<file path="src/actuator_current_admission_unit_assert.svh">
// Assertion macros for the actuator current admission unit.
`ifndef ACTUATOR_CURRENT_ADMISSION_UNIT_ASSERT_SVH
`define ACTUATOR_CURRENT_ADMISSION_UNIT_ASSERT_SVH
`ifndef SYNTHESIS
`define ACA_ASSERT(label, clk, rst_n, prop, msg) \
  label: assert property (@(posedge clk) disable iff (!rst_n) (prop)) else $error(msg);
`define ACA_ASSERT_NEXT(label, clk, rst_n, ante, cons, msg) \
  label: assert property (@(posedge clk) disable iff (!rst_n) (ante) |=> (cons)) else $error(msg);
`else
`define ACA_ASSERT(label, clk, rst_n, prop, msg)
`define ACA_ASSERT_NEXT(label, clk, rst_n, ante, cons, msg)
`endif
`endif

</file>
<file path="src/aca_pkg.sv">
// Shared types, constants and helpers of the actuator current admission unit.
package aca_pkg;
  localparam int unsigned Actuators   = 32;
  localparam int unsigned Instruments = 8;
  localparam int unsigned IdW   = 6;
  localparam int unsigned AIdxW = (Actuators > 1) ? $clog2(Actuators) : 1;
  localparam int unsigned InstW = 4;
  localparam int unsigned IIdxW = (Instruments > 1) ? $clog2(Instruments) : 1;
  localparam int unsigned CurW  = 20;
  localparam int unsigned MaW   = 16;
  localparam int unsigned CfgIdxW  = 3;
  localparam int unsigned CfgDataW = 64;
  localparam logic [CurW-1:0] CurMax = '1;

  localparam logic [1:0] FuncQuery   = 2'd0;
  localparam logic [1:0] FuncActive  = 2'd1;
  localparam logic [1:0] FuncRelease = 2'd2;

  localparam logic [2:0] CauseNone    = 3'd0;
  localparam logic [2:0] CauseBadAct  = 3'd1;
  localparam logic [2:0] CauseVoices  = 3'd2;
  localparam logic [2:0] CauseSmart   = 3'd3;
  localparam logic [2:0] CauseInst    = 3'd4;
  localparam logic [2:0] CauseGlobal  = 3'd5;
  localparam logic [2:0] CauseServo   = 3'd6;
  localparam logic [2:0] CauseSolenoid = 3'd7;

  localparam logic [2:0] CfgGlobalLimit = 3'd0;
  localparam logic [2:0] CfgServoLimit  = 3'd1;
  localparam logic [2:0] CfgSolLimit    = 3'd2;
  localparam logic [2:0] CfgVoiceLimit  = 3'd3;
  localparam logic [2:0] CfgSmart       = 3'd4;
  localparam logic [2:0] CfgInstLimits  = 3'd5;
  localparam logic [2:0] CfgDegrade     = 3'd6;
  localparam logic [2:0] CfgLevels      = 3'd7;

  typedef struct packed {
    logic [1:0] func;
    logic [5:0] actuator_id;
    logic       actuator_enabled;
    logic [1:0] actuator_kind;
    logic       hit_and_hold;
    logic [1:0] bus_number;
    logic [3:0] instrument;
    logic [6:0] velocity;
  } item_t;

  typedef struct packed {
    logic        granted;
    logic [2:0]  reject_cause;
    logic [19:0] sum_cur;
    logic [19:0] servo_cur;
    logic [19:0] solenoid_cur;
    logic [7:0]  active_count;
    logic [6:0]  used_percent;
    logic        degraded;
    logic        over_budget;
    logic [31:0] rejections;
  } result_t;

  // controller -> datapath
  typedef struct packed {
    logic load;      // capture item, read memory
    logic estimate;  // register current estimate
    logic apply;     // update counters
    logic div_start; // begin percent division
    logic div_step;  // one quotient bit
    logic finish;    // flags and result register
  } dp_cmd_t;

  typedef struct packed {
    logic refresh;   // item changes totals, needs percent refresh
    logic div_done;
  } dp_sts_t;

  function automatic logic [CurW-1:0] sat_add(input logic [CurW-1:0] a,
                                              input logic [MaW-1:0] b);
    logic [CurW:0] s;
    s = {1'b0, a} + {{(CurW+1-MaW){1'b0}}, b};
    return s[CurW] ? CurMax : s[CurW-1:0];
  endfunction

  function automatic logic [CurW-1:0] sat_sub(input logic [CurW-1:0] a,
                                              input logic [MaW-1:0] b);
    logic [CurW-1:0] bw;
    bw = {{(CurW-MaW){1'b0}}, b};
    return (a >= bw) ? a - bw : '0;
  endfunction
endpackage

</file>
<file path="src/aca_if.sv">
// Valid/ready channel interface carrying one payload.
interface aca_if #(parameter type payload_t = logic) ();
  logic     valid;
  logic     ready;
  payload_t data;
  modport source (output valid, output data, input ready);
  modport sink (input valid, input data, output ready);
endinterface

</file>
<file path="src/aca_ctrl.sv">
// Sequencer for the admission unit: load, estimate, apply, divide, deliver.
module aca_ctrl import aca_pkg::*; (
  input  logic    clk_i,
  input  logic    rst_ni,
  input  logic    in_valid_i,
  output logic    in_ready_o,
  output logic    out_valid_o,
  input  logic    out_ready_i,
  input  dp_sts_t sts_i,
  output dp_cmd_t cmd_o
);
  localparam logic [2:0] StIdle = 3'd0;
  localparam logic [2:0] StEst  = 3'd1;
  localparam logic [2:0] StApp  = 3'd2;
  localparam logic [2:0] StDiv  = 3'd3;
  localparam logic [2:0] StFin  = 3'd4;
  localparam logic [2:0] StOut  = 3'd5;

  logic [2:0] state_q, state_d;

  assign in_ready_o  = (state_q == StIdle);
  assign out_valid_o = (state_q == StOut);

  // next state and commands
  always_comb begin
    state_d = state_q;
    cmd_o   = '0;
    unique case (state_q)
      StIdle: begin
        if (in_valid_i) begin
          cmd_o.load = 1'b1;
          state_d = StEst;
        end
      end
      StEst: begin
        cmd_o.estimate = 1'b1;
        state_d = StApp;
      end
      StApp: begin
        cmd_o.apply = 1'b1;
        if (sts_i.refresh) begin
          cmd_o.div_start = 1'b1;
          state_d = StDiv;
        end else begin
          state_d = StFin;
        end
      end
      StDiv: begin
        cmd_o.div_step = 1'b1;
        if (sts_i.div_done) state_d = StFin;
      end
      StFin: begin
        cmd_o.finish = 1'b1;
        state_d = StOut;
      end
      StOut: begin
        if (out_ready_i) state_d = StIdle;
      end
      default: state_d = StIdle;
    endcase
  end

  always_ff @(posedge clk_i or negedge rst_ni) begin
    if (!rst_ni) begin
      state_q <= StIdle;
    end else begin
      state_q <= state_d;
    end
  end
endmodule

</file>
<file path="src/aca_datapath.sv">
// Admission datapath: configuration, allocation memory, counters, percent divider.
module aca_datapath import aca_pkg::*; (
  input  logic                clk_i,
  input  logic                rst_ni,
  input  logic                cfg_we_i,
  input  logic [CfgIdxW-1:0]  cfg_idx_i,
  input  logic [CfgDataW-1:0] cfg_data_i,
  input  item_t               item_i,
  input  dp_cmd_t             cmd_i,
  output dp_sts_t             sts_o,
  output result_t             res_o
);
  `include "actuator_current_admission_unit_assert.svh"

  // configuration registers
  logic [CurW-1:0] glim_q, slim_q, olim_q;
  logic [7:0]      vlim_q;
  logic            smart_q;
  logic [63:0]     ilim_q;
  logic [6:0]      deg_q;
  logic [47:0]     lvl_q;

  always_ff @(posedge clk_i or negedge rst_ni) begin
    if (!rst_ni) begin
      glim_q  <= 20'd4000;
      slim_q  <= 20'd2000;
      olim_q  <= 20'd3000;
      vlim_q  <= 8'd8;
      smart_q <= 1'b0;
      ilim_q  <= '0;
      deg_q   <= 7'd80;
      lvl_q   <= '0;
    end else if (cfg_we_i) begin
      unique case (cfg_idx_i)
        CfgGlobalLimit: glim_q  <= cfg_data_i[CurW-1:0];
        CfgServoLimit:  slim_q  <= cfg_data_i[CurW-1:0];
        CfgSolLimit:    olim_q  <= cfg_data_i[CurW-1:0];
        CfgVoiceLimit:  vlim_q  <= cfg_data_i[7:0];
        CfgSmart:       smart_q <= cfg_data_i[0];
        CfgInstLimits:  ilim_q  <= cfg_data_i;
        CfgDegrade:     deg_q   <= cfg_data_i[6:0];
        CfgLevels:      lvl_q   <= cfg_data_i[47:0];
        default: ;
      endcase
    end
  end

  // captured item
  item_t it_q;
  logic  id_ok, inst_ok;
  logic [AIdxW-1:0] aidx;
  logic [IIdxW-1:0] iidx;
  assign id_ok   = ({26'd0, it_q.actuator_id} < 32'(Actuators));
  assign inst_ok = ({28'd0, it_q.instrument} < 32'(Instruments));
  assign aidx    = it_q.actuator_id[AIdxW-1:0];
  assign iidx    = it_q.instrument[IIdxW-1:0];

  always_ff @(posedge clk_i) begin
    if (cmd_i.load) it_q <= item_i;
  end

  // current estimate; servo term divides by 127 with a shift-add that is exact
  // for products below 16k, solenoid term by reciprocal multiply on the product
  // registered at load
  localparam logic [23:0] Recip127 = 24'd8454661; // ceil(2^30 / 127)
  logic [15:0] lv_servo, lv_hold, lv_full, diff;
  logic [12:0] sp;      // v*50 <= 6350
  logic [22:0] dp_q;    // diff*v
  logic [45:0] dmul;
  logic [15:0] dq;
  logic [12:0] sq;
  logic [16:0] est_raw;
  logic [MaW-1:0] est_q;
  assign lv_servo = lvl_q[15:0];
  assign lv_hold  = lvl_q[31:16];
  assign lv_full  = lvl_q[47:32];
  assign diff     = (lv_full > lv_hold) ? lv_full - lv_hold : '0;
  assign sp       = 13'(it_q.velocity) * 13'd50;
  assign sq       = 13'((sp + (sp >> 7) + 13'd1) >> 7);
  assign dmul     = 46'(dp_q) * 46'(Recip127);
  assign dq       = dmul[45:30];

  always_ff @(posedge clk_i) begin
    if (cmd_i.load) dp_q <= 23'(diff) * 23'(item_i.velocity);
  end

  always_comb begin
    unique case (it_q.actuator_kind)
      2'd0:    est_raw = 17'(lv_servo) + 17'(sq);
      2'd1:    est_raw = it_q.hit_and_hold ? 17'(lv_full) : 17'(lv_hold) + 17'(dq);
      default: est_raw = '0;
    endcase
  end

  always_ff @(posedge clk_i) begin
    if (cmd_i.estimate) est_q <= est_raw[16] ? 16'hFFFF : est_raw[15:0];
  end

  // allocation memory, tracked bits in flip-flops
  logic [MaW-1:0] alloc_mem [Actuators];
  logic [MaW-1:0] alloc_rd_q;
  logic [Actuators-1:0] tracked_q;
  logic [AIdxW-1:0] in_aidx;
  assign in_aidx = item_i.actuator_id[AIdxW-1:0];

  always_ff @(posedge clk_i) begin
    if (cmd_i.load) alloc_rd_q <= alloc_mem[in_aidx];
    if (cmd_i.apply && id_ok && it_q.func == FuncActive) alloc_mem[aidx] <= est_q;
  end

  // state counters
  logic [CurW-1:0] tot_q, srv_q, sol_q;
  logic [7:0]      act_q;
  logic [7:0]      ivc_q [Instruments];
  logic [31:0]     rej_q;
  logic [6:0]      pct_q;
  logic            degf_q, overf_q;
  logic            gr_q, gr_d;
  logic [2:0]      cause_q, cause_d;

  // query checks
  logic [7:0] ilim;
  logic [CurW:0] need_tot, need_srv, need_sol;
  logic [2:0] qcause;
  assign ilim = (ilim_q[8*iidx +: 8] == 8'd0) ? vlim_q : ilim_q[8*iidx +: 8];
  assign need_tot = {1'b0, tot_q} + 21'(est_q);
  assign need_srv = {1'b0, srv_q} + 21'(est_q);
  assign need_sol = {1'b0, sol_q} + 21'(est_q);

  always_comb begin
    qcause = CauseNone;
    priority if (!id_ok || !it_q.actuator_enabled) qcause = CauseBadAct;
    else if (act_q >= vlim_q && !smart_q) qcause = CauseVoices;
    else if (act_q >= vlim_q && it_q.velocity < 7'd100) qcause = CauseSmart;
    else if (inst_ok && ivc_q[iidx] >= ilim) qcause = CauseInst;
    else if (need_tot > {1'b0, glim_q}) qcause = CauseGlobal;
    else if (it_q.bus_number == 2'd0 && need_srv > {1'b0, slim_q}) qcause = CauseServo;
    else if (it_q.bus_number == 2'd1 && need_sol > {1'b0, olim_q}) qcause = CauseSolenoid;
    else qcause = CauseNone;
  end

  logic do_act, do_rel;
  assign do_act = id_ok && it_q.func == FuncActive;
  assign do_rel = id_ok && it_q.func == FuncRelease && tracked_q[aidx];
  assign sts_o.refresh = do_act || do_rel;

  // grant and cause of the item
  always_comb begin
    gr_d    = 1'b0;
    cause_d = CauseNone;
    if (it_q.func == FuncQuery) begin
      cause_d = qcause;
      gr_d    = (qcause == CauseNone);
    end else if ((it_q.func == FuncActive || it_q.func == FuncRelease) && !id_ok) begin
      cause_d = CauseBadAct;
    end else if (do_act || do_rel) begin
      gr_d = 1'b1;
    end
  end

  always_ff @(posedge clk_i or negedge rst_ni) begin
    if (!rst_ni) begin
      tot_q <= '0; srv_q <= '0; sol_q <= '0; act_q <= '0; rej_q <= '0;
      tracked_q <= '0;
      for (int i = 0; i < Instruments; i++) ivc_q[i] <= '0;
      gr_q <= 1'b0; cause_q <= CauseNone;
    end else if (cmd_i.apply) begin
      gr_q <= gr_d;
      cause_q <= cause_d;
      if (it_q.func == FuncQuery) begin
        if (qcause != CauseNone) rej_q <= rej_q + 32'd1;
      end else if (do_act) begin
        tracked_q[aidx] <= 1'b1;
        tot_q <= sat_add(tot_q, est_q);
        if (act_q != 8'hFF) act_q <= act_q + 8'd1;
        if (it_q.bus_number == 2'd0) srv_q <= sat_add(srv_q, est_q);
        else if (it_q.bus_number == 2'd1) sol_q <= sat_add(sol_q, est_q);
        if (inst_ok && ivc_q[iidx] != 8'hFF) ivc_q[iidx] <= ivc_q[iidx] + 8'd1;
      end else if (do_rel) begin
        tracked_q[aidx] <= 1'b0;
        tot_q <= sat_sub(tot_q, alloc_rd_q);
        if (act_q != 8'd0) act_q <= act_q - 8'd1;
        if (it_q.bus_number == 2'd0) srv_q <= sat_sub(srv_q, alloc_rd_q);
        else if (it_q.bus_number == 2'd1) sol_q <= sat_sub(sol_q, alloc_rd_q);
        if (inst_ok && ivc_q[iidx] != 8'd0) ivc_q[iidx] <= ivc_q[iidx] - 8'd1;
      end
    end
  end

  // total after this item, for the divider's dividend
  logic [CurW-1:0] tot_q_next;
  assign tot_q_next = do_act ? sat_add(tot_q, est_q) :
                      do_rel ? sat_sub(tot_q, alloc_rd_q) : tot_q;

  // restoring divider: total*100 / limit, 27-bit dividend, one bit a cycle
  localparam int unsigned DivW = 27;
  logic [DivW-1:0] dvd_q, quo_q;
  logic [CurW-1:0] rem_q;
  logic [4:0]      dcnt_q;
  logic [CurW+1:0] trial;
  logic [CurW:0]   rem_sh;
  assign rem_sh = {rem_q, dvd_q[DivW-1]};
  assign trial  = {1'b0, rem_sh} - {2'b0, glim_q};
  assign sts_o.div_done = (dcnt_q == 5'(DivW - 1));

  always_ff @(posedge clk_i or negedge rst_ni) begin
    if (!rst_ni) begin
      dcnt_q <= '0;
    end else if (cmd_i.div_start) begin
      dcnt_q <= '0;
    end else if (cmd_i.div_step) begin
      dcnt_q <= dcnt_q + 5'd1;
    end
  end

  always_ff @(posedge clk_i) begin
    if (cmd_i.div_start) begin
      dvd_q <= 27'(tot_q_next) * 27'd100;
      rem_q <= '0;
      quo_q <= '0;
    end else if (cmd_i.div_step) begin
      dvd_q <= {dvd_q[DivW-2:0], 1'b0};
      if (!trial[CurW+1]) begin
        rem_q <= trial[CurW-1:0];
        quo_q <= {quo_q[DivW-2:0], 1'b1};
      end else begin
        rem_q <= rem_sh[CurW-1:0];
        quo_q <= {quo_q[DivW-2:0], 1'b0};
      end
    end
  end

  // percent and flags, only on applied activation or release
  logic       refresh_q;
  logic [6:0] pct_new;
  assign pct_new = (glim_q == '0) ? 7'd0 : ((quo_q > 27'd100) ? 7'd100 : quo_q[6:0]);

  always_ff @(posedge clk_i or negedge rst_ni) begin
    if (!rst_ni) begin
      refresh_q <= 1'b0;
      pct_q <= '0; degf_q <= 1'b0; overf_q <= 1'b0;
    end else begin
      if (cmd_i.apply) refresh_q <= sts_o.refresh;
      if (cmd_i.finish && refresh_q) begin
        pct_q   <= pct_new;
        degf_q  <= (pct_new >= deg_q);
        overf_q <= (tot_q > glim_q);
      end
    end
  end

  always_ff @(posedge clk_i) begin
    if (cmd_i.finish) begin
      res_o.granted         <= gr_q;
      res_o.reject_cause    <= cause_q;
      res_o.sum_cur         <= tot_q;
      res_o.servo_cur       <= srv_q;
      res_o.solenoid_cur    <= sol_q;
      res_o.active_count    <= act_q;
      res_o.used_percent    <= refresh_q ? pct_new : pct_q;
      res_o.degraded        <= refresh_q ? (pct_new >= deg_q) : degf_q;
      res_o.over_budget     <= refresh_q ? (tot_q > glim_q) : overf_q;
      res_o.rejections      <= rej_q;
    end
  end

  `ACA_ASSERT(a_pct_range, clk_i, rst_ni, pct_q <= 7'd100, "percent out of range")
  `ACA_ASSERT(a_one_cmd, clk_i, rst_ni, $onehot0({cmd_i.load, cmd_i.estimate, cmd_i.apply, cmd_i.finish}), "overlapping commands")
  `ACA_ASSERT_NEXT(a_grant_cause, clk_i, rst_ni, cmd_i.apply, !(gr_q && cause_q != CauseNone), "grant with cause")
endmodule

</file>
<file path="src/actuator_current_admission_unit.sv">
// Top level of the actuator current admission unit.
// Each item passes the load, estimate, apply, finish and output states; an applied
// activation or release also runs the 27-step percent divider after apply.
// One item at a time: the next input transfer comes in the cycle after the output
// transfer, so an output stall holds the next item back.
// Reset: asynchronous, active low; counters and tracking clear, configuration
// returns to its defaults. No clearing pass.
module actuator_current_admission_unit import aca_pkg::*; (
  input  logic                clk_i,
  input  logic                rst_ni,
  input  logic                cfg_we_i,
  input  logic [CfgIdxW-1:0]  cfg_idx_i,
  input  logic [CfgDataW-1:0] cfg_data_i,
  aca_if.sink                 in_if,
  aca_if.source               out_if
);
  dp_cmd_t cmd;
  dp_sts_t sts;
  item_t   item;
  result_t res;

  assign item = in_if.data;
  assign out_if.data = res;

  aca_ctrl u_ctrl (
    .clk_i       (clk_i),
    .rst_ni      (rst_ni),
    .in_valid_i  (in_if.valid),
    .in_ready_o  (in_if.ready),
    .out_valid_o (out_if.valid),
    .out_ready_i (out_if.ready),
    .sts_i       (sts),
    .cmd_o       (cmd)
  );

  aca_datapath u_dp (
    .clk_i      (clk_i),
    .rst_ni     (rst_ni),
    .cfg_we_i   (cfg_we_i),
    .cfg_idx_i  (cfg_idx_i),
    .cfg_data_i (cfg_data_i),
    .item_i     (item),
    .cmd_i      (cmd),
    .sts_o      (sts),
    .res_o      (res)
  );
endmodule
</file>
<file path="src/flat_wrapper.sv">
// flat-port wrapper written by rule: the top's interface ports become plain ports
module actuator_current_admission_unit_flat import aca_pkg::*;
  (clk_i, rst_ni, cfg_we_i, cfg_idx_i, cfg_data_i, in_if_valid, in_if_data, in_if_ready, out_if_valid, out_if_data, out_if_ready);
  aca_if in_if_i ();
  aca_if out_if_i ();
  input  logic clk_i;
  input  logic rst_ni;
  input  logic cfg_we_i;
  input  logic [CfgIdxW-1:0] cfg_idx_i;
  input  logic [CfgDataW-1:0] cfg_data_i;
  input wire logic [$bits(in_if_i.valid)-1:0] in_if_valid;
  input wire logic [$bits(in_if_i.data)-1:0] in_if_data;
  output wire logic [$bits(in_if_i.ready)-1:0] in_if_ready;
  output wire logic [$bits(out_if_i.valid)-1:0] out_if_valid;
  output wire logic [$bits(out_if_i.data)-1:0] out_if_data;
  input wire logic [$bits(out_if_i.ready)-1:0] out_if_ready;
  assign in_if_i.valid = in_if_valid;
  assign in_if_i.data = in_if_data;
  assign in_if_ready = in_if_i.ready;
  assign out_if_valid = out_if_i.valid;
  assign out_if_data = out_if_i.data;
  assign out_if_i.ready = out_if_ready;
  actuator_current_admission_unit u_core (.clk_i(clk_i), .rst_ni(rst_ni), .cfg_we_i(cfg_we_i), .cfg_idx_i(cfg_idx_i), .cfg_data_i(cfg_data_i), .in_if(in_if_i), .out_if(out_if_i));
endmodule
</file>
<file path="config.mk">
export PLATFORM = sky130hd
export DESIGN_NAME = actuator_current_admission_unit_flat
export DESIGN_NICKNAME = d
export VERILOG_FILES = /design/src/aca_pkg.sv /design/src/aca_if.sv /design/src/aca_ctrl.sv /design/src/aca_datapath.sv /design/src/actuator_current_admission_unit.sv /design/src/flat_wrapper.sv
export VERILOG_INCLUDE_DIRS = /design/src /design/src/src
export SDC_FILE = /design/constraint.sdc
export NUM_CORES = 1
export LEC_CHECK = 0
export BUFFER_PORTS_ARGS = -buffer_cell sky130_fd_sc_hd__buf_4
export CORE_MARGIN = 2
export CORE_UTILIZATION = 24
export DETAILED_ROUTE_END_ITERATION = 10
export PLACE_DENSITY = 0.8
export SLEW_MARGIN = 20
export SYNTH_ARGS = -nofsm -noshare
export SYNTH_HDL_FRONTEND = slang
export SYNTH_SLANG_ARGS = --single-unit
</file>
<file path="constraint.sdc">
create_clock -name clk_i -period 1.4 [get_ports clk_i]
set_clock_uncertainty 0.2 [all_clocks]
set_input_delay 0.14 -clock clk_i [delete_from_list [all_inputs] [get_ports clk_i]]
set_output_delay 0.14 -clock clk_i [all_outputs]
set_load 0.01 [all_outputs]
</file>
==> results of run 1 <==
cells by family (layout without fill, tap and decap cells):
| family | Yosys count | in the layout | synth area share, % |
|---|---|---|---|
| fa+ha+maj | 2 | 2 | 5.42 |
| buf+inv | 3 | 25 | 4.07 |
| simple gates | 13 | 13 | 17.9 |
| flops | 10 | 10 | 55.3 |
| compound gates | 6 | 6 | 7.86 |
| xor+xnor | 5 | 5 | 9.48 |
per-layer routing:
layer	up-vias	share of wire, %	GRT usage [%]
li1	185	-	-
met1	172	46	12.0
met2	9	47	15.2
met3	3	3.6	3.40
met4	0	2.8	6.49
met5	-	0	0
what timing repair did:
action	4_1_cts	5_1_grt
setup endpoints to repair	2	9
pin swaps	2	4
resized for setup	6	12
hold buffers	3	0
setup buffers	6	1
endpoints found under the hold margin	11	0
flip-flops by register name, summed over array words and instances (netlist names):
signal                 count
u_core.u_ctrl.state_q      3
u_core.u_dp.dcnt_q         5
u_core.u_dp.rej_q          1
u_core.u_dp.res_o          1
layout by cell type, fill, tap and decap left out, drive strengths merged, types with 3 or more instances in the layout:
cell type     n
dlygate4sd3   3
dfrtp         9
xnor2         4
nand2         4
clkbuf        4
buf          16
nor3b         3
o21ai         3
stage by stage:
stage	cells	TNS [ns]
after floorplan	39	0
after global placement	72	0
after detailed placement	72	-0.00579
after CTS	85	-0.0885
after global routing	86	-0.484
final	86	-0.195
area by class of cell:
type                            count  area [sq um]
Fill cell                         184          1040
Sequential cell                    10           258
Multi-Input combinational cell     26           223
Timing Repair Buffer               19           165
Clock buffer                        4          36.3
Tap cell                           25          31.3
Inverter                            2          7.51
power breakdown:
part	internal [W]	total (W)	switching (W)
Combinational	0.000394	0.000696	0.000302
Clock	0.000158	0.000266	0.000108
Sequential	0.000413	0.000505	0.0000919
how the worst max path moves through the flow:
stage                                   from                  endpoint  cells past startpoint
floorplan              u_core.u_dp.dcnt_q[0]  u_core.u_ctrl.state_q[2]                      5
global placement       u_core.u_dp.dcnt_q[0]  u_core.u_ctrl.state_q[2]                      5
detailed placement     u_core.u_dp.dcnt_q[0]  u_core.u_ctrl.state_q[2]                      5
CTS                 u_core.u_ctrl.state_q[1]              out_if_valid                      3
global route        u_core.u_ctrl.state_q[1]               in_if_ready                      3
finish              u_core.u_ctrl.state_q[1]               in_if_ready                      3
==> reports/qor.yml, run 1 <==
die:
  dieWidth_um: 47.9
  dieArea_sq_mm: 0.00229
  core_sq_mm: 0.00176
  initial_core_util_pct: 26.2
  ios: 76
  fp-row-count: 15
  die_h_um: 47.9
final_layout:
  layout.nets: 137
  fin_util_pct: 40.9
  final_area_sq_um: 721
  n_antenna_cell: 0
  drive_gt1_share_pct: 50.8
  areaGrowthSynthToFinish_pct: 56.1
global_route:
  track_usage_pct: 10.0
  grt-ovfl-total: 0
  grt_pass1_wl_mm: 1.49
  grt_pass1_vias: 356
  antenna_found_initial: 0
  grt_start_max_net_pins: 10
drt:
  first_iter_violations: 7
  via_per_inst: 4.29
  route.vias.total: 369
  drc: 0
  ant_nets: 0
  dr.pass1.iters: 4
  routed_wl_um: 969
  wl_per_cell_um: 11.3
logic_synthesis:
  synth_top_area_share_pct: 48.8
  synth_most_common_cell: "dfrtp_1"
  avgSynthCellArea_sq_um: 11.8
  synth_cells: 39
  synth_cell_types: 18
  synth-seq-cells: 10
  synth_area_sq_um: 462
  synth_top_cells_by_area: "dfrtp_1 (49%), xnor2_1 (7.6%), edfxtp_1 (6.5%), ha_1 (5.4%), nor3b_1 (4.9%)"
  yosys-top-cells-count: "dfrtp_1 (9), nand2_1 (4), xnor2_1 (4)"
  ys_warn_count: 0
  synth-edff-count: 1
  seq_area_frac_synth_pct: 55.3
  synth_flop_cell: "dfrtp_1"
  synthArstFlopShare_pct: 90.0
  synth_top_area_cell: "dfrtp_1"
  synth_nets: 114
pwr:
  p_leak_nw: 0.319
  ir_worst_vdd_v: 0.000941
  total_power_w: 0.00147
  power_density_mw_per_mm2: 2040
timing:
  hold_viol: 0
  slew_headroom_pct: 84.6
  setup_ws_ns: -0.0632
  drv_slew: 0
  post-route-period-util_pct: 105
  fmax_ghz: 0.683
  worst_slew_pin_slew_ns: 0.231
  rsz0062_at_grt: "yes"
  hold_ws_ns: 0.0244
  min_period_ns: 1.46
  finalSetupViolations: 4
clock_network:
  cts_tree: "yes"
  clk_path_buf_depth: 2
  cts-root-buf: "clkbuf_4"
  cts_buffers: 3
  clk_pin_slew_ns: 0.07
  ctsHtreeMaxLevel: 1
  clk_latency_ns: 0.27
  cts.sinks: 10
placement:
  place_ws_ns: -0.00579
  dpl-instance-area_sq_um: 549
  globalplace.congestion: 0.668
  hpwl_um: 565
  port_buffers: 6
worst_setup_path:
  cp-end-kind: "output pin"
  cp.required_ns: 1.06
  critPathArrivalTime_ns: 1.12
  cp_max_fo: 3
  cp.buffers_inverters: 2
  cpMaxStageDelayCell: "dfrtp_1"
  r2r_setup_slack_ns: -0.04
  rr_worst_depth: 4
  critPathMaxStageDelay_ns: 0.40
  crit_chain: "buf_6 > nor3_4 > buf_6"
  cpMostUsedCell: "buf_6"
  crit_path_start_kind: "flip-flop"
  critPathTopFamily: "flip-flops"
  crit_type: "flip-flop to output pin"
  rr_startpoint: "u_core.u_ctrl.state_q[2]"
  reg2reg_to: "u_core.u_dp.dcnt_q[3]"
worst_hold_path:
  hold_path.class: "input pin to async pin"
job:
  maxCapViolations: 0
run_status:
  outcome: "finished with violations"
  failed_checks: "negative setup slack"
(Power assumes the default switching activity.)
==> inputs of run 2 (changes only) <==
GPL_TIMING_DRIVEN = 0   (was default)
==> reports/qor.yml, run 2 (synthesis results as in run 1) <==
final_layout:
  top_register: "u_core.u_dp.dcnt_q"  # unchanged
  fin_cells: 83  # was 86
  largest_reg_flops: 5  # unchanged
  reg_top3: "u_core.u_dp.dcnt_q x5, u_core.u_ctrl.state_q x3"  # unchanged
  fin_util_pct: 37.7  # was 40.9%
  layout_common_cells: "buf_4 (11), dfrtp_1 (7), nand2_1 (4), xnor2_1 (4)"  # was buf_4 (12), dfrtp_1 (7), xnor2_1 (4), buf_6 (4)
  drive_gt1_share_pct: 39.7  # was 50.8%
  areaGrowthSynthToFinish_pct: 44.2  # was 56.1%
  final_common_cell: "buf_4"  # unchanged
  layout.nets: 134  # was 137
  n_antenna_cell: 0  # unchanged
timing:
  post-route-period-util_pct: 102  # was 105%
  setup_ws_ns: -0.0295  # was -0.0632 ns
  fmax_ghz: 0.700  # was 0.683 GHz
  min_period_ns: 1.43  # was 1.46 ns
  slew_headroom_pct: 84.1  # was 84.6%
  finalSetupViolations: 2  # was 4
  hold_viol: 0  # unchanged
  rsz0062_at_grt: "yes"  # unchanged
  setup-tns-final_ns: -0.0298  # was -0.195 ns
  worst_slew_pin_slew_ns: 0.238  # was 0.231 ns
  drv_slew: 0  # unchanged
  hold_ws_ns: 0.0275  # was 0.0244 ns
worst_setup_path:
  critPathArrivalTime_ns: 1.09  # was 1.12 ns
  crit_path_start_kind: "flip-flop"  # unchanged
  rr_startpoint: "u_core.u_dp.dcnt_q[0]"  # was u_core.u_ctrl.state_q[2]
  rr_worst_depth: 5  # was 4
  cp-end-kind: "output pin"  # unchanged
  crit_type: "flip-flop to output pin"  # unchanged
  worstSetupStartpoint: "u_core.u_ctrl.state_q[0]"  # was u_core.u_ctrl.state_q[1]
  cp.required_ns: 1.06  # about the same
  cp_max_fo: 4  # was 3
die:
  dieWidth_um: 47.9  # unchanged
  die_h_um: 47.9  # unchanged
  dieArea_sq_mm: 0.00229  # unchanged
  core_sq_mm: 0.00176  # unchanged
  initial_core_util_pct: 26.2  # unchanged
  fp-row-count: 15  # unchanged
  ios: 76  # unchanged
global_route:
  grt_pass1_wl_mm: 1.30  # was 1.49 mm
  track_usage_pct: 8.71  # was 10.0%
  grt_pass1_vias: 336  # was 356
  grt_start_max_net_pins: 10  # unchanged
  grt-ovfl-total: 0  # unchanged
  antenna_found_initial: 0  # unchanged
clock_network:
  clk_path_buf_depth: 2  # unchanged
  cts.sinks: 10  # unchanged
  cts-root-buf: "clkbuf_4"  # unchanged
  clk_pin_slew_ns: 0.07  # about the same
  cts_tree: "yes"  # unchanged
  cts_buffers: 3  # unchanged
  clk_latency_ns: 0.27  # about the same
  ctsHtreeMaxLevel: 1  # unchanged
drt:
  routed_wl_um: 816  # was 969 um
  dr.pass1.iters: 2  # was 4
  wl_per_cell_um: 9.83  # was 11.3 um
  via_per_inst: 4.30  # was 4.29
  route.vias.total: 357  # was 369
  drc: 0  # unchanged
  ant_nets: 0  # unchanged
  first_iter_violations: 1  # was 7
placement:
  globalplace.congestion: 0.664  # was 0.668
  place_ws_ns: -0.00307  # was -0.00579 ns
  port_buffers: 6  # unchanged
  dp.cells: 70  # was 72
pwr:
  p_sw_w: 0.000433  # was 0.000502 W
  intPower_w: 0.000883  # was 0.000965 W
  p_leak_nw: 0.298  # was 0.319 nW
  pwr-share-seq_pct: 39.3  # was 34.4%
  power_density_mw_per_mm2: 1980  # was 2040 mW/mm^2
  p_clk_share_pct: 20.0  # was 18.1%
  combPwrFrac_pct: 40.7  # was 47.5%
  ir_worst_vdd_v: 0.000925  # was 0.000941 V
  switching_share_pct: 32.9  # was 34.2%
run_status:
  outcome: "finished with violations"  # unchanged
  failed_checks: "negative setup slack"  # unchanged
worst_hold_path:
  hold_path.class: "input pin to async pin"  # unchanged
job:
  maxCapViolations: 0  # unchanged
==> run 2: changes by cell type in the layout (fill, tap and decap cells not counted), sizes merged <==
cell,change
buf,-3
==> run 2: cell type report <==
| cell class | count | area, sq um |
|---|---|---|
| Clock buffer | 4 | 36.3 |
| Tap cell | 25 | 31.3 |
| Sequential cell | 10 | 258 |
| Timing Repair Buffer | 15 | 124 |
| Buffer | 1 | 11.3 |
| Multi-Input combinational cell | 26 | 198 |
| Inverter | 2 | 7.51 |
| Fill cell | 189 | 1100 |
==> run 2: through the flow <==
| stage | power (W) | area, sq um |
|---|---|---|
| CTS | 0.00124 | 639 |
| floorplan | 0.000766 | 462 |
| global placement | 0.000868 | 538 |
| detailed placement | 0.000884 | 538 |
| finish | 0.00132 | 666 |
| global route | 0.00141 | 666 |
==> run 2: power groups by stage <==
| stage | sequential (W) | clock (W) | combinational, W |
|---|---|---|---|
| 5_1_grt | 0.000537 | 0.000275 | 0.000597 |
| 3_5_place_dp | 0.000520 | 0 | 0.000364 |
| 6_report | 0.000516 | 0.000263 | 0.000536 |
| 4_1_cts | 0.000518 | 0.000263 | 0.000463 |
| 3_3_place_gp | 0.000513 | 0 | 0.000355 |
| 2_1_floorplan | 0.000499 | 0 | 0.000267 |
==> run 2: repair_timing <==
item / CTS / global route
cloned: 0 / 0
setup buffers: 3 / 3
hold endpoints to repair: 11 / 0
pin swaps: 1 / 3
hold buffers: 3 / 0
setup endpoints to repair: 3 / 6
gates resized for setup: 6 / 1
==> run 2: metal layers <==
layer	global-route usage, %	routed length [um]	vias up
met5	0	0	-
met4	4.86	19	0
met3	4.53	48	2
met2	12.8	353	9
met1	10.2	394	168
li1	-	-	178
==> run 2: worst max-delay path: stages, from the launching register on <==
cell and delay (ns):
dfrtp_2 0.44, buf_4 0.15, nor3_2 0.10, buf_4 0.14
==> run 2: path summary, 6_finish.rpt <==
kind | end | slack [ns]
worst max-delay path | in_if_ready | -0.03
worst min-delay path | u_core.u_dp.dcnt_q[4] | 0.03
worst max register to register | u_core.u_ctrl.state_q[2] | 0.04
worst min register to register | u_core.u_dp.rej_q[0] | 0.27
max in group asynchronous | u_core.u_ctrl.state_q[2] | 0.83
min in group clk_i | u_core.u_dp.rej_q[0] | 0.27
==> inputs of run 3 (changes only) <==
PLACE_DENSITY = 0.74   (was 0.8)
REMOVE_ABC_BUFFERS = 1   (was default)
==> reports/qor.yml, run 3 (synthesis results as in run 1) <==
die:
  die_h_um: 47.9  # unchanged
  initial_core_util_pct: 26.2  # unchanged
  dieArea_sq_mm: 0.00229  # unchanged
  fp-row-count: 15  # unchanged
  dieWidth_um: 47.9  # unchanged
  core_sq_mm: 0.00176  # unchanged
  ios: 76  # unchanged
final_layout:
  drive_gt1_share_pct: 35.7  # was 39.7%
  top_register: "u_core.u_dp.dcnt_q"  # unchanged
  largest_reg_flops: 5  # unchanged
  fin_cells: 81  # was 83
  final_common_cell: "buf_4"  # unchanged
  fin_util_pct: 36.2  # was 37.7%
  layout_common_cells: "buf_4 (10), dfrtp_1 (6), nand2_1 (4), xnor2_1 (4)"  # was buf_4 (11), dfrtp_1 (7), nand2_1 (4), xnor2_1 (4)
  layout.nets: 132  # was 134
  areaGrowthSynthToFinish_pct: 38.5  # was 44.2%
  reg_top3: "u_core.u_dp.dcnt_q x5, u_core.u_ctrl.state_q x3"  # unchanged
  n_antenna_cell: 0  # unchanged
timing:
  slew_headroom_pct: 83.4  # was 84.1%
  hold_ws_ns: 0.0411  # was 0.0275 ns
  worst_slew_pin_slew_ns: 0.249  # was 0.238 ns
  min_period_ns: 1.40  # was 1.43 ns
  hold_viol: 0  # unchanged
  setup_ws_ns: 0.00491  # was -0.0295 ns
  drv_slew: 0  # unchanged
  rsz0062_at_grt: "yes"  # unchanged
  finalSetupViolations: 0  # was 2
  fmax_ghz: 0.717  # was 0.700 GHz
  post-route-period-util_pct: 99.6  # was 102%
pwr:
  ir_worst_vdd_v: 0.000789  # was 0.000925 V
  pwr-share-seq_pct: 45.2  # was 39.3%
  switching_share_pct: 34.0  # was 32.9%
  intPower_w: 0.000789  # was 0.000883 W
  power_density_mw_per_mm2: 1870  # was 1980 mW/mm^2
  p_leak_nw: 0.291  # was 0.298 nW
  p_clk_share_pct: 16.5  # was 20.0%
  combPwrFrac_pct: 38.3  # was 40.7%
  p_sw_w: 0.000406  # was 0.000433 W
  total_power_w: 0.00120  # was 0.00132 W
worst_setup_path:
  crit_chain: "inv_1 > ha_1 > and4b_1 > o21ai_0 > o21ai_1"  # was buf_4 > nor3_2 > buf_4
  cp_max_fo: 3  # was 4
  cp.required_ns: 1.34  # was 1.06 ns
  rr_worst_depth: 5  # unchanged
  r2r_setup_slack_ns: 0.005  # was 0.04 ns
  crit_type: "flip-flop to flip-flop"  # was flip-flop to output pin
  cp.buffers_inverters: 1  # was 2
  reg2reg_to: "u_core.u_ctrl.state_q[2]"  # unchanged
  critPathArrivalTime_ns: 1.33  # was 1.09 ns
  critPathTopFamily: "flip-flops"  # unchanged
  critPathMaxStageDelay_ns: 0.37  # was 0.44 ns
  cpMaxStageDelayCell: "dfrtp_1"  # was dfrtp_2
  rr_startpoint: "u_core.u_dp.dcnt_q[0]"  # unchanged
  crit_path_start_kind: "flip-flop"  # unchanged
  cp-end-kind: "flip-flop"  # was output pin
run_status:
  outcome: "finished, final reports clean"  # was finished with violations
drt:
  ant_nets: 0  # unchanged
  route.vias.total: 342  # was 357
  via_per_inst: 4.22  # was 4.30
  routed_wl_um: 790  # was 816 um
  first_iter_violations: 2  # was 1
  dr.pass1.iters: 2  # unchanged
  drc: 0  # unchanged
  wl_per_cell_um: 9.75  # was 9.83 um
clock_network:
  clk_path_buf_depth: 2  # unchanged
  ctsHtreeMaxLevel: 1  # unchanged
  clk_pin_slew_ns: 0.06  # was 0.07 ns
  clk_latency_ns: 0.26  # was 0.27 ns
  cts_buffers: 3  # unchanged
  cts.sinks: 10  # unchanged
  cts_tree: "yes"  # unchanged
  cts-root-buf: "clkbuf_4"  # unchanged
global_route:
  track_usage_pct: 8.85  # was 8.71%
  grt_pass1_vias: 315  # was 336
  grt-ovfl-total: 0  # unchanged
  antenna_found_initial: 0  # unchanged
  grt_pass1_wl_mm: 1.34  # was 1.30 mm
  grt_start_max_net_pins: 11  # was 10
job:
  maxCapViolations: 0  # unchanged
placement:
  port_buffers: 6  # unchanged
  globalplace.congestion: 0.640  # was 0.664
  hpwl_um: 506
  dp.cells: 69  # was 70
  place_ws_ns: 0.0141  # was -0.00307 ns
worst_hold_path:
  hold_path.class: "input pin to async pin"  # unchanged
-- run 3: cell types whose count changed in the layout (fill, tap and decap cells not counted), sizes merged --
| cell | previous run | this run |
|---|---|---|
| buf | 13 | 10 |
| dlymetal6s2s | 0 | 1 |
-- run 3: routing by layer --
metal | share of wire (%) | global-route usage (%) | vias to the layer above
met3 | 5.7 | 5.66 | 0
met2 | 41 | 11.5 | 8
met1 | 54 | 11.7 | 163
li1 | - | - | 171
met4 | 0 | 3.24 | 0
met5 | 0 | 0 | -
-- run 3: how the worst max path moves through the flow --
stage | startpoint | to | slack (ns) | cells after the start
6_report | u_core.u_dp.dcnt_q[0] | u_core.u_ctrl.state_q[2] | 0.005 | 5
5_1_grt | u_core.u_ctrl.state_q[0] | out_if_valid | -0.06 | 3
4_1_cts | u_core.u_ctrl.state_q[1] | out_if_valid | -0.004 | 2
3_5_place_dp | u_core.u_dp.dcnt_q[0] | u_core.u_ctrl.state_q[2] | 0.01 | 5
3_3_place_gp | u_core.u_dp.dcnt_q[0] | u_core.u_ctrl.state_q[2] | 0.03 | 5
2_1_floorplan | u_core.u_dp.dcnt_q[0] | u_core.u_ctrl.state_q[2] | 0.10 | 5
-- run 3: timing repair --
item	4_1_cts	5_1_grt
endpoints found under the setup margin	3	4
setup buffers	2	3
resized for setup	6	1
pin swaps	1	3
hold buffers	3	0
cloned	0	0
hold endpoints to repair	11	0
-- run 3: worst reg2reg max path: stages, from the launching register on --
cell and delay, ns:
dfrtp_1 0.37, inv_1 0.07, ha_1 0.19, and4b_1 0.21
o21ai_0 0.16, o21ai_1 0.08
-- run 3: layout make-up --
class	count	area (sq um)
fill	189	1120
sequential	10	259
multi-input combinational	26	198
timing repair buffer	14	118
tap	25	31.3
clock buffer	4	26.3
inverter	2	7.51
-- run 3: power groups by stage --
stage,registers (W),logic [W],clock network (W)
6_report,0.000540,0.000458,0.000197
5_1_grt,0.000556,0.000516,0.000226
4_1_cts,0.000548,0.000388,0.000209
3_5_place_dp,0.000545,0.000315,0
3_3_place_gp,0.000536,0.000310,0
2_1_floorplan,0.000515,0.000223,0
-- run 3: through the flow --
step           area (sq um)  setup TNS [ns]
3_3_place_gp            527               0
6_report                639               0
3_5_place_dp            527               0
4_1_cts                 612        -0.00403
5_1_grt                 639          -0.124
2_1_floorplan           450               0
